**src/rtl/state_space_force_estimator_defines.svh**
```systemverilog
// Assertion macros shared by the state-space force estimator RTL.
`ifndef STATE_SPACE_FORCE_ESTIMATOR_DEFINES_SVH
`define STATE_SPACE_FORCE_ESTIMATOR_DEFINES_SVH

`ifndef SYNTHESIS

// Implication in the same cycle, checked at every rising clock edge out of reset.
`define SSFE_ASSERT_IMP(label, clk, rst, ante, cons) \
   label: assert property (@(posedge clk) disable iff (rst) (ante) |-> (cons)) \
      else $error("ssfe assertion failed");

// Implication checked in the cycle after the antecedent.
`define SSFE_ASSERT_NEXT(label, clk, rst, ante, cons) \
   label: assert property (@(posedge clk) disable iff (rst) (ante) |=> (cons)) \
      else $error("ssfe assertion failed");

`else

`define SSFE_ASSERT_IMP(label, clk, rst, ante, cons)
`define SSFE_ASSERT_NEXT(label, clk, rst, ante, cons)

`endif

`endif

```
**src/rtl/ssfe_pkg.sv**
```systemverilog
// Constants, coefficient tables and pipeline types of the state-space force estimator.
`timescale 1ns / 1ps

package ssfe_pkg;

   localparam int ORDER      = 6;
   localparam int NUM_OUT    = 2;
   localparam int NUM_IN     = 2;
   localparam int COEF_W     = 18;
   localparam int FRAC_SHIFT = 12;
   localparam int IDX_W      = $clog2(ORDER);
   localparam int TERM_W     = $clog2(ORDER + NUM_IN);
   localparam int OUT_W      = $clog2(NUM_OUT);
   localparam int IN_W       = $clog2(NUM_IN);

   typedef logic signed [COEF_W-1:0] coef_type;

   // Q6.12 model matrices.
   localparam coef_type MAT_A [ORDER][ORDER] = '{
      '{ 18'sd3128,   18'sd146,  -18'sd172,  -18'sd628,   18'sd111,   18'sd986},
      '{  18'sd390,  18'sd3051,  18'sd1195,   18'sd304,   -18'sd62,  -18'sd379},
      '{ -18'sd502, -18'sd1758,  18'sd3684,   18'sd248,   -18'sd50,  -18'sd363},
      '{  18'sd433,  -18'sd547,  -18'sd582,  18'sd2491,   18'sd596,  -18'sd419},
      '{ 18'sd1572, -18'sd2090, -18'sd1585, -18'sd3958,  18'sd5580, -18'sd1588},
      '{ -18'sd367,   18'sd887,   18'sd291, -18'sd1153,   18'sd396,  18'sd4536}
   };

   localparam coef_type MAT_B [ORDER][NUM_IN] = '{
      '{  -18'sd274,   -18'sd32},
      '{ -18'sd1030,  -18'sd242},
      '{  -18'sd972,   18'sd768},
      '{ -18'sd1495,  18'sd2735},
      '{  18'sd3955,  18'sd1903},
      '{  18'sd7511, -18'sd3614}
   };

   localparam coef_type MAT_C [NUM_OUT][ORDER] = '{
      '{  18'sd2925,  -18'sd809, 18'sd8707,    -18'sd529,   18'sd177,   18'sd57},
      '{ -18'sd2068, -18'sd9503,  18'sd675, -18'sd105876, 18'sd33825, 18'sd9107}
   };

   // Control that travels with each multiply-accumulate term down the pipeline.
   typedef struct packed {
      logic             vld;
      logic             first;
      logic             last;
      logic             is_c;
      logic             use_in;
      logic             in_sel;
      logic             zero;
      logic [IDX_W-1:0] row;
   } pipe_ctrl_type;

   // Coefficient of one term: A or B columns while updating, C while forming outputs.
   function automatic coef_type coef_at(input logic is_c, input logic [IDX_W-1:0] row,
                                        input logic [TERM_W-1:0] term);
      logic [TERM_W-1:0] b_term;
      coef_type          res;
      b_term = term - TERM_W'(ORDER);
      if (is_c) begin
         res = MAT_C[row[OUT_W-1:0]][term[IDX_W-1:0]];
      end else if (term < TERM_W'(ORDER)) begin
         res = MAT_A[row][term[IDX_W-1:0]];
      end else begin
         res = MAT_B[row][b_term[IN_W-1:0]];
      end
      return res;
   endfunction

endpackage

```
**src/rtl/state_space_force_estimator.sv**
```systemverilog
// Sixth-order state-space force estimator built around one shared multiply-accumulate unit.
`timescale 1ns / 1ps
`include "state_space_force_estimator_defines.svh"

// Usage:
// Each input word on the req_ channel carries one sample: motor effort and position, both
// signed Q8.8. The block advances its six-entry state as x = A*x + B*u and then returns
// y = C*x on the rsp_ channel as two saturated Q16.16 values, the second being the force
// estimate. One result word is produced for every input word.
// The state lives in a two-bank memory; one bank holds the old state while the other
// receives the new one, and the banks swap at the end of each sample.
// All terms go through a single multiplier in a four-stage read, multiply, accumulate and
// round pipeline. A sample takes 48 terms for the update and 12 for the outputs; the
// pipeline drains after each part, and then the result word is loaded into the output
// register. A new sample is accepted once the previous one has left the pipeline. The
// finished result sits in an output register, so the next sample can be accepted while it
// waits; if the receiver still holds off when the following result is done, the block
// waits with that result and accepts nothing.
// Reset clears the state to zero (tracked by a flag, not by clearing the memory) and
// empties the pipeline and the output register.
module state_space_force_estimator
   import ssfe_pkg::*;
#(
   parameter int STATE_WIDTH = 32
) (
   input  logic        clock,
   input  logic        reset,
   input  logic        req_tvalid,
   output logic        req_tready,
   input  logic [31:0] req_tdata,   // [15:0] effort, [31:16] position
   output logic        rsp_tvalid,
   input  logic        rsp_tready,
   output logic [63:0] rsp_tdata    // [31:0] first_output, [63:32] force_estimate
);

   localparam int PROD_W    = STATE_WIDTH + COEF_W;
   localparam int ACC_W     = STATE_WIDTH + 20;
   localparam int RND_W     = ACC_W - FRAC_SHIFT;
   localparam int ADDR_W    = IDX_W + 1;
   localparam int MEM_DEPTH = 2 ** ADDR_W;

   localparam logic [2:0] ST_IDLE     = 3'd0;
   localparam logic [2:0] ST_UPD      = 3'd1;
   localparam logic [2:0] ST_UPD_WAIT = 3'd2;
   localparam logic [2:0] ST_OUT      = 3'd3;
   localparam logic [2:0] ST_OUT_WAIT = 3'd4;
   localparam logic [2:0] ST_DONE     = 3'd5;

   localparam logic [TERM_W-1:0] LAST_A_TERM = TERM_W'(ORDER + NUM_IN - 1);
   localparam logic [TERM_W-1:0] LAST_C_TERM = TERM_W'(ORDER - 1);
   localparam logic [TERM_W-1:0] POS_TERM    = TERM_W'(ORDER + 1);
   localparam logic [IDX_W-1:0]  LAST_A_ROW  = IDX_W'(ORDER - 1);
   localparam logic [IDX_W-1:0]  LAST_C_ROW  = IDX_W'(NUM_OUT - 1);

   logic [2:0]              state_ff, state_in;
   logic [IDX_W-1:0]        row_ff, row_in;
   logic [TERM_W-1:0]       term_ff, term_in;
   logic                    bank_ff, bank_in;
   logic                    primed_ff, primed_in;
   logic                    rsp_vld_ff, rsp_vld_in;
   logic [63:0]             rsp_data_ff;
   logic signed [15:0]      eff_ff, pos_ff;

   pipe_ctrl_type           iss;
   pipe_ctrl_type           s1_ff, s2_ff, s3_ff, s4_ff, s3_in;
   logic [ADDR_W-1:0]       rd_addr;
   logic signed [STATE_WIDTH-1:0] state_mem [MEM_DEPTH];
   logic signed [STATE_WIDTH-1:0] rd_data_ff;
   coef_type                coef_ff;
   logic signed [STATE_WIDTH-1:0] opnd;
   logic signed [PROD_W-1:0] prod_ff, prod_in;
   logic signed [ACC_W-1:0] acc_ff, acc_in;
   logic signed [ACC_W-1:0] rnd_sum;
   logic signed [RND_W-1:0] rnd_ff, rnd_in;
   logic signed [STATE_WIDTH-1:0] state_sat;
   logic [31:0]             out_sat;
   logic [31:0]             y_ff [NUM_OUT];
   logic                    pipe_empty;
   logic                    req_accept;
   logic                    rsp_load;

   assign req_tready = (state_ff == ST_IDLE);
   assign req_accept = req_tvalid && req_tready;
   assign rsp_tvalid = rsp_vld_ff;
   assign rsp_tdata  = rsp_data_ff;
   assign pipe_empty = !(s1_ff.vld || s2_ff.vld || s3_ff.vld || s4_ff.vld);

   // Sequencer: walks rows and terms, one read and multiply per cycle in ST_UPD and ST_OUT.
   always_comb begin
      state_in  = state_ff;
      row_in    = row_ff;
      term_in   = term_ff;
      bank_in   = bank_ff;
      primed_in = primed_ff;
      rsp_load  = 1'b0;
      iss       = '0;
      rd_addr   = {bank_ff, term_ff[IDX_W-1:0]};
      unique case (state_ff)
         ST_IDLE: begin
            row_in  = '0;
            term_in = '0;
            if (req_tvalid) begin
               state_in = ST_UPD;
            end
         end
         ST_UPD: begin
            iss.vld    = 1'b1;
            iss.first  = (term_ff == '0);
            iss.last   = (term_ff == LAST_A_TERM);
            iss.use_in = (term_ff >= TERM_W'(ORDER));
            iss.in_sel = (term_ff == POS_TERM);
            iss.zero   = !primed_ff;
            iss.row    = row_ff;
            rd_addr    = {bank_ff, term_ff[IDX_W-1:0]};
            if (iss.last) begin
               term_in = '0;
               if (row_ff == LAST_A_ROW) begin
                  row_in   = '0;
                  state_in = ST_UPD_WAIT;
               end else begin
                  row_in = row_ff + 1'b1;
               end
            end else begin
               term_in = term_ff + 1'b1;
            end
         end
         ST_UPD_WAIT: begin
            // The outputs read the new state, so the last update write must land first.
            if (pipe_empty) begin
               state_in = ST_OUT;
            end
         end
         ST_OUT: begin
            iss.vld   = 1'b1;
            iss.first = (term_ff == '0);
            iss.last  = (term_ff == LAST_C_TERM);
            iss.is_c  = 1'b1;
            iss.row   = row_ff;
            rd_addr   = {!bank_ff, term_ff[IDX_W-1:0]};
            if (iss.last) begin
               term_in = '0;
               if (row_ff == LAST_C_ROW) begin
                  row_in   = '0;
                  state_in = ST_OUT_WAIT;
               end else begin
                  row_in = row_ff + 1'b1;
               end
            end else begin
               term_in = term_ff + 1'b1;
            end
         end
         ST_OUT_WAIT: begin
            if (pipe_empty) begin
               bank_in   = !bank_ff;
               primed_in = 1'b1;
               state_in  = ST_DONE;
            end
         end
         ST_DONE: begin
            if (!rsp_vld_ff || rsp_tready) begin
               rsp_load = 1'b1;
               state_in = ST_IDLE;
            end
         end
         default: begin
            state_in = ST_IDLE;
         end
      endcase
   end

   always_comb begin
      rsp_vld_in = rsp_vld_ff;
      if (rsp_load) begin
         rsp_vld_in = 1'b1;
      end else if (rsp_tready) begin
         rsp_vld_in = 1'b0;
      end
   end

   // Multiply stage: operand is a state entry (zero until primed) or an input scaled to Q.16.
   always_comb begin
      if (s1_ff.use_in) begin
         opnd = (s1_ff.in_sel ? STATE_WIDTH'(pos_ff) : STATE_WIDTH'(eff_ff)) <<< 8;
      end else if (s1_ff.zero) begin
         opnd = '0;
      end else begin
         opnd = rd_data_ff;
      end
      prod_in = PROD_W'(coef_ff) * PROD_W'(opnd);
   end

   always_comb begin
      acc_in = s2_ff.first ? ACC_W'(prod_ff) : acc_ff + ACC_W'(prod_ff);
      s3_in     = s2_ff;
      s3_in.vld = s2_ff.vld && s2_ff.last;
   end

   // Round half up from Q.28 to Q.16.
   always_comb begin
      rnd_sum = acc_ff + ACC_W'(2 ** (FRAC_SHIFT - 1));
      rnd_in  = rnd_sum[ACC_W-1:FRAC_SHIFT];
   end

   // Saturation: the value fits when all bits above the target sign bit match it.
   always_comb begin
      if ((&rnd_ff[RND_W-1:STATE_WIDTH-1]) || !(|rnd_ff[RND_W-1:STATE_WIDTH-1])) begin
         state_sat = rnd_ff[STATE_WIDTH-1:0];
      end else begin
         state_sat = {rnd_ff[RND_W-1], {(STATE_WIDTH - 1){!rnd_ff[RND_W-1]}}};
      end
      if ((&rnd_ff[RND_W-1:31]) || !(|rnd_ff[RND_W-1:31])) begin
         out_sat = rnd_ff[31:0];
      end else begin
         out_sat = {rnd_ff[RND_W-1], {31{!rnd_ff[RND_W-1]}}};
      end
   end

   always_ff @(posedge clock) begin
      if (reset) begin
         state_ff   <= ST_IDLE;
         row_ff     <= '0;
         term_ff    <= '0;
         bank_ff    <= 1'b0;
         primed_ff  <= 1'b0;
         rsp_vld_ff <= 1'b0;
         s1_ff      <= '0;
         s2_ff      <= '0;
         s3_ff      <= '0;
         s4_ff      <= '0;
      end else begin
         state_ff   <= state_in;
         row_ff     <= row_in;
         term_ff    <= term_in;
         bank_ff    <= bank_in;
         primed_ff  <= primed_in;
         rsp_vld_ff <= rsp_vld_in;
         s1_ff      <= iss;
         s2_ff      <= s1_ff;
         s3_ff      <= s3_in;
         s4_ff      <= s3_ff;
      end
   end

   always_ff @(posedge clock) begin
      if (req_accept) begin
         eff_ff <= req_tdata[15:0];
         pos_ff <= req_tdata[31:16];
      end
      coef_ff <= coef_at(iss.is_c, iss.row, term_ff);
      prod_ff <= prod_in;
      if (s2_ff.vld) begin
         acc_ff <= acc_in;
      end
      rnd_ff <= rnd_in;
      if (s4_ff.vld && s4_ff.is_c) begin
         y_ff[s4_ff.row[OUT_W-1:0]] <= out_sat;
      end
      if (rsp_load) begin
         rsp_data_ff <= {y_ff[1], y_ff[0]};
      end
   end

   // State memory: the update reads the old state in one bank and writes the new to the other.
   always_ff @(posedge clock) begin
      if (s4_ff.vld && !s4_ff.is_c) begin
         state_mem[{!bank_ff, s4_ff.row}] <= state_sat;
      end
      rd_data_ff <= state_mem[rd_addr];
   end

   `SSFE_ASSERT_IMP(a_upd_write_phase, clock, reset, s4_ff.vld && !s4_ff.is_c,
                    state_ff == ST_UPD || state_ff == ST_UPD_WAIT)
   `SSFE_ASSERT_IMP(a_out_after_writes, clock, reset, state_ff == ST_OUT,
                    !(s1_ff.vld && !s1_ff.is_c) && !(s2_ff.vld && !s2_ff.is_c) &&
                    !(s3_ff.vld && !s3_ff.is_c) && !(s4_ff.vld && !s4_ff.is_c))
   `SSFE_ASSERT_NEXT(a_bank_swap, clock, reset, state_ff == ST_OUT_WAIT && pipe_empty,
                     bank_ff != $past(bank_ff) && primed_ff)
   `SSFE_ASSERT_NEXT(a_result_load, clock, reset, rsp_load,
                     rsp_vld_ff && state_ff == ST_IDLE)

endmodule
```
**config.mk**
```make
export PLATFORM = sky130hd
export DESIGN_NAME = state_space_force_estimator
export DESIGN_NICKNAME = d
export VERILOG_FILES = /design/src/rtl/ssfe_pkg.sv /design/src/rtl/state_space_force_estimator.sv
export VERILOG_INCLUDE_DIRS = /design/src /design/src/rtl
export SDC_FILE = /design/constraint.sdc
export NUM_CORES = 2
export LEC_CHECK = 0
export BUFFER_PORTS_ARGS = -buffer_cell sky130_fd_sc_hd__buf_2
export CAP_MARGIN = 10
export CORE_ASPECT_RATIO = 1.5
export CORE_MARGIN = 1
export CORE_UTILIZATION = 50
export DETAILED_ROUTE_END_ITERATION = 7
export HOLD_SLACK_MARGIN = 0.1
export PLACE_DENSITY_LB_ADDON = 0.25
export SYNTH_ARGS = -nofsm -noshare
export SYNTH_HDL_FRONTEND = slang
export SYNTH_SLANG_ARGS = --single-unit
export TNS_END_PERCENT = 20
```
**constraint.sdc**
```tcl
create_clock -name clock -period 10.9 [get_ports clock]
set_clock_uncertainty 0.15 [all_clocks]
set_input_delay 1.09 -clock clock [delete_from_list [all_inputs] [get_ports clock]]
set_output_delay 1.09 -clock clock [all_outputs]
set_load 0.005 [all_outputs]
```
==> results_dict.tcl <==
set metrics [dict create \
    final_hold_viol_count 0 \
    final.setup.tns_ns 0 \
    cts.path.max_buffers 3 \
    track_usage_pct 25.2 \
    cts-root-buf "clkbuf_16" \
    max_clock_freq_mhz 118 \
    synth_edf_count 724 \
    drt_iter0_drc 2625 \
    mostFrequentLayoutCells "edfxtp_1 (724), inv_1 (665), fa_1 (554)" \
    worstMarginPinSlew_ns 1.13 \
    clkSlewWorstSetupHoldPaths_ns 0.06 \
    critPathKind "reg2reg" \
    grt_max_degree 129 \
    cpPeakStageDelay_ns 0.70 \
    hp-start "y_ff[1][6]$_DFFE_PP_" \
    worst_setup_path_end_kind "flop" \
    grt_pass1_vias 37300 \
    crit_slowest_cell "buf_4" \
    syn-num-nets 5369 \
    fin_crit_sh_pct 77.7 \
    placed_area_um2 58500 \
    vias 34800 \
    synth_cell_types 90 \
    holdPathStages 0 \
    place_congestion 0.924 \
    hold_path_class "reg2reg" \
    synth_seq_cells 902 \
    fin_crit_ns 8.47 \
    num-nets-final 5384 \
    r2r_end "prod_ff[49]$_DFF_P_" \
    core-area_um2 112000 \
    yosys_warnings 0 \
    ys.flop_type "edfxtp_1" \
    maxSlewViolCount 0 \
    drtAntennaViolNets 0 \
    synth_top_area_share_pct 38.5 \
    wl_per_cell_um 22.9 \
    synth_area_um2 56500 \
    cts_resized 0 \
    drc 0 \
    yosys.area.top_type "edfxtp_1" \
    final_common_cell "edfxtp_1" \
    r2r_cells 25 \
    pin_count 102 \
    async_flop_share_pct 0 \
    netlist_instances 4580 \
    clkLatencyLatePin_ns 0.71 \
    io_buffer_count 101 \
    ff2ff_setup_slack_ns 2.43 \
    outcome "completed" \
    die_area_um2 114000 \
    ys_seq_area_share_pct 44.8 \
    critPathMaxFanout 88 \
    fin_area_um2 61400 \
    arrival_ns 8.90 \
    vias_per_cell 5.69 \
    cts_hold_buffers 0 \
    setup_ws_ns 2.43 \
    path_common_cell "fa_1" \
    hpwlAfterDp_um 96400 \
    clkSinkCount 902 \
    layout-drive-gt1-share_pct 11.4 \
    reg2reg_from "s1_ff[5]$_SDFF_PP0_" \
    finalSetupViolCount 0 \
    htree_levels 3 \
    die_w_um 277 \
    gr-total-overflow 0 \
    min_to "rsp_tdata[38]$_DFFE_PP_" \
    grt_antenna_before_repair 1 \
    avgSynthCellArea_um2 12.3 \
    grt_first_pass_wirelength_um 218000 \
    slew_headroom_pct 24.7 \
    ys_top_cells_by_area "edfxtp_1 (38%), fa_1 (20%), mux4_2 (6.5%), dfxtp_1 (6.3%), inv_1 (4.4%)" \
    cts_setup_buffers 0 \
    cap_violations 0 \
    numCtsBuffers 84 \
    post-place-ws_ns 2.51 \
    syn2layout_area_growth_pct 8.55 \
    crit_required_ns 11.33 \
    first_pass_iters 5 \
    die_h_um 414 \
    rows 150 \
    cts_tree "built" \
    start_util_pct 50.6 \
    critPathLaunchType "flop" \
    rsz0062_at_grt "no" \
    wl_um 140000 \
]
-- kinds of logic (layout without fill, tap and decap cells) --
group | count (synthesis) | count (layout) | synth area share [%]
adders and majority gates | 753 | 753 | 24.0
muxes | 193 | 193 | 7.09
xor gates and xnor gates | 128 | 128 | 1.98
buffers and inverters | 892 | 977 | 6.00
DFF | 902 | 902 | 44.8
AOI/OAI and AO/OA | 541 | 541 | 6.31
other | 0 | 1 | 0
and+or+nand+nor | 1171 | 1171 | 9.82
-- per-layer routing --
metal	global-route usage [%]	routed length, µm
met1	29.4	53000
met3	2.98	6550
met4	9.33	4830
met5	0	0
met2	47.2	75500
-- synth_stat cells (11+ instances only) --
| master | instances |
|---|---|
| a211oi_1 | 25 |
| a21o_1 | 72 |
| a21oi_1 | 127 |
| a22o_1 | 16 |
| and2_1 | 166 |
| and3_1 | 106 |
| buf_2 | 12 |
| clkbuf_1 | 199 |
| dfxtp_1 | 178 |
| edfxtp_1 | 724 |
| fa_1 | 554 |
| ha_1 | 199 |
| inv_1 | 665 |
| mux2_2 | 19 |
| mux4_2 | 164 |
| nand2_1 | 529 |
| nand2b_1 | 18 |
| nand3_1 | 54 |
| nand4_1 | 23 |
| nor2_1 | 163 |
| nor2b_1 | 31 |
| nor3_1 | 38 |
| o211ai_1 | 11 |
| o21a_1 | 14 |
| o21ai_0 | 151 |
| o21bai_1 | 17 |
| xnor2_1 | 89 |
| xor2_1 | 39 |
-- state kept, by name, indices dropped and copies added (netlist names) --
signal	flops
state_mem	512
rsp_tdata	64
y_ff	64
acc_ff	52
prod_ff	50
rnd_ff	40
rd_data_ff	32
coef_ff	17
eff_ff	16
pos_ff	16
s1_ff	10
s2_ff	7
s3_ff	5
s4_ff	5
row_ff	3
state_ff	3
term_ff	3
bank_ff	1
primed_ff	1
rsp_tvalid	1
-- through the flow --
stage,instances,utilization (%),hold slack [ns]
2_1_floorplan,4580,-,0.245
3_3_place_gp,5953,52.4,0.251
3_5_place_dp,5953,52.4,0.255
4_1_cts,6109,54.9,0.266
5_1_grt,6109,54.9,0.275
6_report,6110,54.9,0.264
-- area by class of cell --
type | instances | area (µm²)
fill | 9209 | 50300
timing repair buffer | 154 | 928
antenna | 1 | 2.50
clock inverter | 45 | 567
inverter | 667 | 2500
clock buffer | 111 | 2240
multi-input combinational | 2786 | 28000
tap | 1444 | 1810
sequential | 902 | 25300
-- worst max-delay path, delay by kind of cell, from the launching register on --
kind	cells	cell delay, ns
flops	1	0.55
simple gates	3	1.34
fa+ha+maj	7	3.40
compound gates	9	1.91
buf+inv	6	0.97
-- how the worst max path moves through the flow --
| stage | end | startpoint |
|---|---|---|
| CTS | prod_ff[49]$_DFF_P_ | s1_ff[5]$_SDFF_PP0_ |
| global route | prod_ff[47]$_DFF_P_ | s1_ff[4]$_SDFF_PP0_ |
| detailed placement | prod_ff[49]$_DFF_P_ | s1_ff[5]$_SDFF_PP0_ |
| finish | prod_ff[49]$_DFF_P_ | s1_ff[5]$_SDFF_PP0_ |
| floorplan | prod_ff[46]$_DFF_P_ | s1_ff[4]$_SDFF_PP0_ |
| global placement | prod_ff[49]$_DFF_P_ | s1_ff[5]$_SDFF_PP0_ |
Power is not shown: default switching activity piles up to over one toggle a cycle in this logic, so the estimate is an artifact.
